`config.mk`:
```
export PLATFORM = sky130hd
export DESIGN_NAME = contiguous_page_allocator_unit
export DESIGN_NICKNAME = d
export VERILOG_FILES = /design/src/rtl/cpa_pkg.sv /design/src/rtl/cpa_ctrl.sv /design/src/rtl/cpa_dp.sv /design/src/rtl/contiguous_page_allocator_unit.sv
export SDC_FILE = /design/constraint.sdc
export NUM_CORES = 2
export LEC_CHECK = 0
export BUFFER_PORTS_ARGS = -buffer_cell sky130_fd_sc_hd__buf_2
export CELL_PAD_IN_SITES_DETAIL_PLACEMENT = 1
export CELL_PAD_IN_SITES_GLOBAL_PLACEMENT = 1
export CORE_ASPECT_RATIO = 0.75
export CORE_MARGIN = 2
export CORE_UTILIZATION = 59
export CTS_BUF_LIST = sky130_fd_sc_hd__clkbuf_2
export CTS_CLUSTER_DIAMETER = 40
export DETAILED_ROUTE_END_ITERATION = 8
export PLACE_DENSITY = 0.86
export SLEW_MARGIN = 10
export SYNTH_ARGS = -nofsm -noshare
export SYNTH_HDL_FRONTEND = slang
export SYNTH_HIERARCHICAL = 1
export SYNTH_SLANG_ARGS = --single-unit
```
`constraint.sdc`:
```
create_clock -name clk_i -period 110.7 [get_ports clk_i]
set_clock_uncertainty 0.2 [all_clocks]
set_input_delay 27.675 -clock clk_i [delete_from_list [all_inputs] [get_ports clk_i]]
set_output_delay 27.675 -clock clk_i [all_outputs]
set_load 0.02 [all_outputs]
```
`src/rtl/cpa_pkg.sv`:
```
// Shared types and codes for the contiguous page allocator.
package cpa_pkg;

  typedef enum logic [2:0] {
    ST_OK         = 3'd0,
    ST_ZERO       = 3'd1,
    ST_NOSPACE    = 3'd2,
    ST_MISALIGNED = 3'd3,
    ST_NOTSTART   = 3'd4
  } status_e;

  typedef enum logic {
    OP_ALLOC = 1'b0,
    OP_FREE  = 1'b1
  } op_e;

  // Commands from the controller to the datapath.
  typedef struct packed {
    logic    accept;
    logic    scan;
    logic    mark;
    logic    free_rd;
    logic    walk;
    logic    clear;
    logic    res_set;
    logic    res_ok_addr;
    status_e res_status;
    logic    out_load;
  } cmd_t;

  // Status from the datapath to the controller.
  typedef struct packed {
    logic op_free;
    logic need_zero;
    logic need_big;
    logic misaligned;
    logic out_of_range;
    logic found;
    logic exhausted;
    logic mark_last;
    logic start_hit;
    logic page_cont;
    logic cur_last;
    logic out_free;
  } sts_t;

endpackage

```
`src/rtl/cpa_ctrl.sv`:
```
// Controller state machine for the contiguous page allocator.
module cpa_ctrl (
  input  logic          clk_i,
  input  logic          rst_ni,
  input  logic          in_valid_i,
  output logic          in_stall_o,
  input  cpa_pkg::sts_t sts_i,
  output cpa_pkg::cmd_t cmd_o
);

  typedef enum logic [6:0] {
    S_CLEAR      = 7'b0000001,
    S_IDLE       = 7'b0000010,
    S_ALLOC_SCAN = 7'b0000100,
    S_ALLOC_MARK = 7'b0001000,
    S_FREE_RD    = 7'b0010000,
    S_FREE_CHECK = 7'b0100000,
    S_FREE_WALK  = 7'b1000000
  } state_e;

  state_e state_q, state_d;
  logic   resp_q, resp_d;

  always_comb begin
    cmd_o = '0;
    cmd_o.res_status = cpa_pkg::ST_OK;
    state_d = state_q;
    resp_d = resp_q;
    in_stall_o = (state_q != S_IDLE) || resp_q;

    // a pending response blocks everything until the output register frees up
    if (resp_q) begin
      if (sts_i.out_free) begin
        cmd_o.out_load = 1'b1;
        resp_d = 1'b0;
      end
    end else begin
      case (state_q)
        S_CLEAR: begin
          cmd_o.clear = 1'b1;
          if (sts_i.cur_last) state_d = S_IDLE;
        end
        S_IDLE: begin
          if (in_valid_i) begin
            cmd_o.accept = 1'b1;
            if (!sts_i.op_free) begin
              if (sts_i.need_zero) begin
                cmd_o.res_set = 1'b1;
                cmd_o.res_status = cpa_pkg::ST_ZERO;
                resp_d = 1'b1;
              end else if (sts_i.need_big) begin
                cmd_o.res_set = 1'b1;
                cmd_o.res_status = cpa_pkg::ST_NOSPACE;
                resp_d = 1'b1;
              end else begin
                state_d = S_ALLOC_SCAN;
              end
            end else begin
              if (sts_i.misaligned) begin
                cmd_o.res_set = 1'b1;
                cmd_o.res_status = cpa_pkg::ST_MISALIGNED;
                resp_d = 1'b1;
              end else if (sts_i.out_of_range) begin
                cmd_o.res_set = 1'b1;
                cmd_o.res_status = cpa_pkg::ST_NOTSTART;
                resp_d = 1'b1;
              end else begin
                state_d = S_FREE_RD;
              end
            end
          end
        end
        S_ALLOC_SCAN: begin
          cmd_o.scan = 1'b1;
          if (sts_i.found) begin
            state_d = S_ALLOC_MARK;
          end else if (sts_i.exhausted) begin
            cmd_o.res_set = 1'b1;
            cmd_o.res_status = cpa_pkg::ST_NOSPACE;
            resp_d = 1'b1;
            state_d = S_IDLE;
          end
        end
        S_ALLOC_MARK: begin
          cmd_o.mark = 1'b1;
          if (sts_i.mark_last) begin
            cmd_o.res_set = 1'b1;
            cmd_o.res_ok_addr = 1'b1;
            cmd_o.res_status = cpa_pkg::ST_OK;
            resp_d = 1'b1;
            state_d = S_IDLE;
          end
        end
        S_FREE_RD: begin
          cmd_o.free_rd = 1'b1;
          state_d = S_FREE_CHECK;
        end
        S_FREE_CHECK: begin
          if (!sts_i.start_hit) begin
            cmd_o.res_set = 1'b1;
            cmd_o.res_status = cpa_pkg::ST_NOTSTART;
            resp_d = 1'b1;
            state_d = S_IDLE;
          end else begin
            cmd_o.walk = 1'b1;
            if (sts_i.cur_last) begin
              cmd_o.res_set = 1'b1;
              cmd_o.res_status = cpa_pkg::ST_OK;
              resp_d = 1'b1;
              state_d = S_IDLE;
            end else begin
              state_d = S_FREE_WALK;
            end
          end
        end
        S_FREE_WALK: begin
          // clear pages until a block start, a free page or the last page
          if (sts_i.page_cont) cmd_o.walk = 1'b1;
          if (!sts_i.page_cont || sts_i.cur_last) begin
            cmd_o.res_set = 1'b1;
            cmd_o.res_status = cpa_pkg::ST_OK;
            resp_d = 1'b1;
            state_d = S_IDLE;
          end
        end
        default: begin
          state_d = S_IDLE;
        end
      endcase
    end
  end

  always_ff @(posedge clk_i or negedge rst_ni) begin
    if (!rst_ni) begin
      state_q <= S_CLEAR;
      resp_q  <= 1'b0;
    end else begin
      state_q <= state_d;
      resp_q  <= resp_d;
    end
  end

  a_load_only_when_free: assert property (@(posedge clk_i) disable iff (!rst_ni)
    cmd_o.out_load |-> sts_i.out_free)
    else $error("output register overwritten while a result waits");

  a_no_accept_with_resp: assert property (@(posedge clk_i) disable iff (!rst_ni)
    resp_q |-> !cmd_o.accept)
    else $error("request accepted while a response is pending");

  a_state_one_hot: assert property (@(posedge clk_i) disable iff (!rst_ni)
    $onehot(state_q))
    else $error("controller state is not one-hot");

endmodule

```
`src/rtl/cpa_dp.sv`:
```
// Datapath of the contiguous page allocator: page flag memory, scan and walk counters, result.
module cpa_dp #(
  parameter int NUM_PAGES = 1024,
  parameter int PAGE_BITS = 12
) (
  input  logic          clk_i,
  input  logic          rst_ni,
  input  logic          operation_i,
  input  logic [31:0]   size_bytes_i,
  input  logic [31:0]   address_i,
  input  cpa_pkg::cmd_t cmd_i,
  output cpa_pkg::sts_t sts_o,
  input  logic          out_stall_i,
  output logic          out_valid_o,
  output logic [31:0]   block_address_o,
  output logic [2:0]    status_o
);

  localparam int AW = (NUM_PAGES > 1) ? $clog2(NUM_PAGES) : 1;
  localparam logic [31:0] PageMask = 32'((64'd1 << PAGE_BITS) - 64'd1);
  localparam logic [AW:0] ScanEnd = (AW+1)'(NUM_PAGES);
  localparam logic [AW-1:0] LastPage = AW'(NUM_PAGES - 1);

  // flag bit 1: block start, bit 0: allocated
  logic [1:0] mem_q [NUM_PAGES];
  logic [1:0] rd_data_q;

  logic [AW:0]     scan_q;
  logic            pend_q;
  logic [AW:0]     run_q;
  logic [AW-1:0]   cur_q;
  logic [AW:0]     need_q;
  logic [AW-1:0]   rd_idx_q;
  logic [AW-1:0]   start_q;
  logic [AW-1:0]   end_q;
  logic [31:0]     res_addr_q;
  cpa_pkg::status_e res_status_q;
  logic            out_valid_q;
  logic [31:0]     out_addr_q;
  cpa_pkg::status_e out_status_q;

  logic [32:0]   need_full;
  logic [31:0]   pfn;
  logic [AW:0]   run_inc;
  logic          page_free;
  logic [AW-1:0] start_sel;
  logic          found;
  logic          cur_last;
  logic          scan_more;
  logic          rd_en;
  logic [AW-1:0] rd_addr;
  logic          wr_en;
  logic [1:0]    wr_data;

  always_comb begin
    need_full = {1'b0, size_bytes_i >> PAGE_BITS} + {32'd0, |(size_bytes_i & PageMask)};
    pfn       = address_i >> PAGE_BITS;
    run_inc   = run_q + (AW+1)'(1);
    page_free = !rd_data_q[0];
    start_sel = (run_q == '0) ? rd_idx_q : start_q;
    found     = pend_q && page_free && (run_inc == need_q);
    cur_last  = (cur_q == LastPage);
    scan_more = (scan_q != ScanEnd);
  end

  always_comb begin
    sts_o.op_free      = (cpa_pkg::op_e'(operation_i) == cpa_pkg::OP_FREE);
    sts_o.need_zero    = (need_full == 33'd0);
    sts_o.need_big     = (need_full > 33'(NUM_PAGES));
    sts_o.misaligned   = |(address_i & PageMask);
    sts_o.out_of_range = (pfn >= 32'(NUM_PAGES));
    sts_o.found        = found;
    sts_o.exhausted    = !scan_more && !pend_q;
    sts_o.mark_last    = (cur_q == end_q);
    sts_o.start_hit    = rd_data_q[1];
    sts_o.page_cont    = !rd_data_q[1] && rd_data_q[0];
    sts_o.cur_last     = cur_last;
    sts_o.out_free     = !out_valid_q || !out_stall_i;
  end

  // one read and one write port on the flag memory
  always_comb begin
    rd_en   = 1'b0;
    rd_addr = cur_q;
    if (cmd_i.scan && scan_more) begin
      rd_en   = 1'b1;
      rd_addr = scan_q[AW-1:0];
    end else if (cmd_i.free_rd) begin
      rd_en = 1'b1;
    end else if (cmd_i.walk && !cur_last) begin
      rd_en   = 1'b1;
      rd_addr = cur_q + AW'(1);
    end
    wr_en   = cmd_i.mark || cmd_i.walk || cmd_i.clear;
    wr_data = cmd_i.mark ? {(cur_q == start_q), 1'b1} : 2'b00;
  end

  always_ff @(posedge clk_i) begin
    if (wr_en) mem_q[cur_q] <= wr_data;
    if (rd_en) rd_data_q <= mem_q[rd_addr];
  end

  always_ff @(posedge clk_i or negedge rst_ni) begin
    if (!rst_ni) begin
      scan_q      <= '0;
      pend_q      <= 1'b0;
      run_q       <= '0;
      cur_q       <= '0;
      out_valid_q <= 1'b0;
    end else begin
      if (cmd_i.accept) begin
        scan_q <= '0;
        pend_q <= 1'b0;
        run_q  <= '0;
        cur_q  <= pfn[AW-1:0];
      end else if (cmd_i.scan) begin
        if (scan_more) begin
          scan_q <= scan_q + (AW+1)'(1);
          pend_q <= 1'b1;
        end else begin
          pend_q <= 1'b0;
        end
        if (pend_q) begin
          if (page_free) begin
            run_q <= run_inc;
            if (found) cur_q <= start_sel;
          end else begin
            run_q <= '0;
          end
        end
      end else if (cmd_i.mark || cmd_i.walk || cmd_i.clear) begin
        cur_q <= cur_q + AW'(1);
      end
      if (cmd_i.out_load) begin
        out_valid_q <= 1'b1;
      end else if (!out_stall_i) begin
        out_valid_q <= 1'b0;
      end
    end
  end

  always_ff @(posedge clk_i) begin
    if (cmd_i.accept) need_q <= need_full[AW:0];
    if (cmd_i.scan && scan_more) rd_idx_q <= scan_q[AW-1:0];
    if (cmd_i.scan && pend_q && page_free) begin
      start_q <= start_sel;
      if (found) end_q <= rd_idx_q;
    end
    if (cmd_i.res_set) begin
      res_status_q <= cmd_i.res_status;
      res_addr_q   <= cmd_i.res_ok_addr ? 32'(64'(start_q) << PAGE_BITS) : '1;
    end
    if (cmd_i.out_load) begin
      out_addr_q   <= res_addr_q;
      out_status_q <= res_status_q;
    end
  end

  assign out_valid_o     = out_valid_q;
  assign block_address_o = out_addr_q;
  assign status_o        = out_status_q;

  a_run_below_need: assert property (@(posedge clk_i) disable iff (!rst_ni)
    cmd_i.scan |-> (run_q < need_q))
    else $error("free run reached the page count without a hit");

  a_mark_in_run: assert property (@(posedge clk_i) disable iff (!rst_ni)
    cmd_i.mark |-> (cur_q >= start_q) && (cur_q <= end_q))
    else $error("marking outside the found run");

  a_fail_all_ones: assert property (@(posedge clk_i) disable iff (!rst_ni)
    (out_valid_q && (out_status_q != cpa_pkg::ST_OK)) |-> (out_addr_q == '1))
    else $error("failed request returned an address");

  a_addr_aligned: assert property (@(posedge clk_i) disable iff (!rst_ni)
    (out_valid_q && (out_status_q == cpa_pkg::ST_OK)) |-> ((out_addr_q & PageMask) == '0)
      || (out_addr_q == '1))
    else $error("allocated address not page aligned");

endmodule

```
`src/rtl/contiguous_page_allocator_unit.sv`:
```
// Contiguous page allocator top level: first-fit allocate and free over a page flag memory.
// Keeps an allocated and a block-start flag for each of NUM_PAGES pages of 2^PAGE_BITS bytes in
// a flag memory with one read and one write port, visited one page per cycle. After reset a
// clearing pass zeroes the flags of every page; requests are stalled during it. An allocate
// scans pages up to the end of the first fitting run, then marks the pages of that run; a zero
// size or a size beyond memory answers without a scan. A free reads the flags of the given
// page, checks it for a block start and releases the pages of the block; a misaligned or out of
// range address answers without a read. One request is in flight at a time; its response sits
// in an output register, and the next request is taken as soon as that response is registered.
module contiguous_page_allocator_unit #(
  parameter int NUM_PAGES = 1024,
  parameter int PAGE_BITS = 12
) (
  input  logic        clk_i,
  input  logic        rst_ni,
  input  logic        in_valid_i,
  output logic        in_stall_o,
  input  logic        operation_i,
  input  logic [31:0] size_bytes_i,
  input  logic [31:0] address_i,
  output logic        out_valid_o,
  input  logic        out_stall_i,
  output logic [31:0] block_address_o,
  output logic [2:0]  status_o
);

  cpa_pkg::cmd_t cmd;
  cpa_pkg::sts_t sts;

  cpa_ctrl u_ctrl (
    .clk_i      (clk_i),
    .rst_ni     (rst_ni),
    .in_valid_i (in_valid_i),
    .in_stall_o (in_stall_o),
    .sts_i      (sts),
    .cmd_o      (cmd)
  );

  cpa_dp #(
    .NUM_PAGES (NUM_PAGES),
    .PAGE_BITS (PAGE_BITS)
  ) u_dp (
    .clk_i           (clk_i),
    .rst_ni          (rst_ni),
    .operation_i     (operation_i),
    .size_bytes_i    (size_bytes_i),
    .address_i       (address_i),
    .cmd_i           (cmd),
    .sts_o           (sts),
    .out_stall_i     (out_stall_i),
    .out_valid_o     (out_valid_o),
    .block_address_o (block_address_o),
    .status_o        (status_o)
  );

endmodule
```
==> metrics.md <==
| Metric | Value |
|---|---|
| Status | `complete, no violations` |
| Slew @ Worst Pin | `about 1.4 ns` |
| Slew HR | `0.0530` |
| Commonest non-fill, non-tap cell in the layout | `edfxtp_1` |
| Peak VDD IR | `around 0.033 mV` |
| CP max FO | `13` |
| Share of cells above drive strength 1 | `0.165` |
| HP Class | `flop to flop` |
| Post-layout total power | `2.25 mW` |
| Initial DRT Pass Iterations | `9` |
| Clock root cell | `clkbuf_2` |
| Die area | `between 150000 and 200000 sq um` |
| DRT antenna net count | `0` |
| CP Launch Type | `flop` |
| Seq cells post-synth | `2161` |
| Cells after synthesis | `approximately 6900` |
| Tot GR Track Use | `0.385` |
| Worst reg2reg path startpoint | `u_dp/cur_q[0]$_DFFE_PN0P_` |
| IO Port Bufs | `105` |
| Worst setup EP type | `primary output` |
| Top-area cell type share of the netlist area | `0.701` |
| Global-route wire length before repair | `about 440000 um` |
| Die Y | `around 340 um` |
| Synth area leader | `edfxtp_1` |
| Yosys warns | `6` |
| CP top delay family | `simple AND/OR/NAND/NOR gates` |
| Worst-path clk slew | `about 0.11 ns` |
| Post-cts gate resize count | `0` |
| Ports | `between 100 and 150` |
| Syn_nets | `around 6900` |
| Starting Density | `0.595` |
| Worst R2R Path Depth | `16` |
| H-tree depth | `6` |
| Pwr dens | `approximately 23 nW/um^2` |
| FFs w/ async S/R, synth | `0.0194` |
| Max-Cap Viols | `0` |
| Core Footprint | `roughly 150000 sq um` |
| Time the worst path needs with I/O delays and setup | `31.15 ns` |
| Cell Chain, Critical Path | `nor4_4, and3_1, nand2_1, buf_2` |
| Slowest-stage cell, CP | `dfrtp_1` |
| Largest net degree at the start of global routing | `221` |
| Area Overhead vs Synth | `7.32%` |
| CP arrival | `approximately 3.3 ns` |
| Type of the worst setup path | `flop to primary output` |
| Post-DP HPWL | `173000 um` |
| Avg Cell Area, Syn | `13.2 sq um` |
| Unique masters post-synth | `81` |
| Vias in the first global route | `between 60000 and 70000` |
| WP buf/inv | `1` |
| Post-CTS setup buffer count | `0` |
| Syn Std Cell Area | `between 90000 and 100000 sq um` |
| Row count | `124` |
| Clock sinks | `2161` |
| Setup tns final | `0 ns` |
| Leakage | `around 35 nW` |
| Initial antenna violation count | `9` |
| Top cells by area, synth | `edfxtp_1 (70%), nand2_1 (4.9%), nor2_1 (4.5%)` |
| Fmax achieved | `around 32 MHz` |
| Drc violations | `0` |
| Most frequent cells in the layout | `edfxtp_1 (2119), nand2_1 (1155), nor2_1 (1085)` |
| FILL cells | `14800` |
| Dominant synthesized flop cell | `edfxtp_1` |
| FF-to-FF setup slack | `between 100 and 150 ns` |
| Nets | `around 7200` |
| Max Slew Vio Count | `0` |
| Routed wire length | `slightly above 300000 um` |
| Hold-fix buffers at CTS | `0` |
| Final Hold Viols | `0` |
| GRT Residual Overflow | `0` |
| Period utilization | `0.281` |
| Cell count of the worst hold path | `0` |
| Num CTS Buffers | `~530` |
| Seq/Total Area, Yosys | `0.713` |
| Vias | `approximately 64000` |
| Die X | `roughly 460 um` |
| DRT iter0 DRCs | `a little under 10000` |
| Vias/cell | `6.82` |
| HP Start | `u_dp/res_status_q[2]$_DFFE_PP_` |
| Reg2Reg Capture Point | `u_dp/rd_data_q[0]$_DFFE_PP_` |
| Clock Latency Late Sink | `between 1.5 and 2 ns` |
| Hold Path Sink | `u_dp/status_o[2]$_DFFE_PP_` |
| Final setup fails | `0` |
| Max incr delay on CP | `0.56 ns` |
| Number of synthesized flops with an enable pin | `roughly 2100` |
| WP data required | `slightly above 80 ns` |
| Unrepaired setup endpoints after global routing | `false` |
| TritonCTS clock tree | `yes` |
| WL/cell | `32.3 um` |
| RD Place Congestion | `about 0.86` |
| Max clock buf depth | `4` |
==> layout make-up <==
cell class              count  area, sq um  area share
flip-flops and latches   2161        64700       0.664
multi-input cells        4103        23600       0.243
clock buffers             761         3810      0.0391
well taps                2016         2520      0.0259
repair buffers            264         1870      0.0192
clock inverters           100          759     0.00780
inverters                  19         71.3    0.000732
diodes                     16         40.0    0.000411
==> power by group <==
group / switching, mW / internal, mW / leakage, nW
registers: 0.0101 / 0.892 / 22.9
clock network: 0.328 / 0.214 / 3.54
logic: 0.590 / 0.216 / 8.29
total: 0.928 / 1.32 / 34.8
==> synth_stat cells (all sizes together) (26+ instances only) <==
cell	instances
nand3	309
a211oi	39
o21ai	54
a21oi	51
nor4	32
dfrtp	41
xnor2	39
o31ai	42
nand2	1191
a311oi	26
edfxtp	2119
mux4	72
a221oi	105
nand4	74
a31oi	173
mux2i	334
buf	282
nor2	1089
and3	93
clkbuf	300
a222oi	34
a32oi	50
==> worst max path at each step <==
stage | cells past startpoint | to | from | slack, ns
6_report | 4 | in_stall_o | u_ctrl/state_q[5]$_DFFE_PN0P_ | 79.55
5_1_grt | 4 | in_stall_o | u_ctrl/state_q[5]$_DFFE_PN0P_ | 79.33
4_1_cts | 4 | in_stall_o | u_ctrl/state_q[5]$_DFFE_PN0P_ | 79.38
3_5_place_dp | 15 | u_dp/res_addr_q[14]$_SDFFCE_PN1P_ | size_bytes_i[8] | 78.48
3_3_place_gp | 15 | u_dp/res_addr_q[13]$_SDFFCE_PN1P_ | size_bytes_i[4] | 78.83
2_1_floorplan | 6 | u_dp/mem_q[0][1]$_DFFE_PP_ | u_ctrl/state_q[2]$_DFFE_PN0P_ | 38.80
==> metrics by stage <==
step | hold slack (ns) | area (sq um) | utilization | worst slack, ns | instances
final | 0.195 | 97400 | 0.638 | 79.55 | 9440
after global routing | 0.183 | 97400 | 0.638 | 79.33 | 9432
after CTS | 0.177 | 97300 | 0.638 | 79.38 | 9424
after detailed placement | 0.211 | 92800 | 0.608 | 78.48 | 8563
after global placement | 0.221 | 92800 | 0.608 | 78.83 | 8563
after floorplan | 0.200 | 90700 | - | 38.80 | 6865
==> flip-flops by register name (all words and copies together) (netlist names) <==
name	flops
u_dp/mem_q	2048
u_dp/block_address_o	11
u_dp/need_q	11
u_dp/res_addr_q	11
u_dp/run_q	11
u_dp/scan_q	11
u_dp/cur_q	10
u_dp/end_q	10
u_dp/rd_idx_q	10
u_dp/start_q	10
u_ctrl/state_q	7
u_dp/res_status_q	3
u_dp/status_o	3
u_dp/rd_data_q	2
u_ctrl/resp_q	1
u_dp/out_valid_o	1
u_dp/pend_q	1
==> per-layer routing <==
metal	track usage	part of all wire	vias up
met5	0	0.00021	-
li1	-	-	26000
met2	0.599	0.46	5079
met3	0.113	0.14	1038
met1	0.497	0.35	32200
met4	0.203	0.053	8
==> cell families (layout without fill, tap and decap cells) <==
group / after synthesis / count (layout) / share of synthesized area
AND/OR/NAND/NOR: 2910 / 2910 / 0.134
buffers and inverters: 601 / 1144 / 0.0304
adder cells (fa/ha/maj): 10 / 10 / 0.00138
XOR/XNOR: 64 / 64 / 0.00618
other: 0 / 16 / 0
multiplexers: 420 / 420 / 0.0566
AO/OA/AOI/OAI: 699 / 699 / 0.0582
flip-flops: 2161 / 2161 / 0.713
Note: power is estimated with default switching activity, not from simulation.
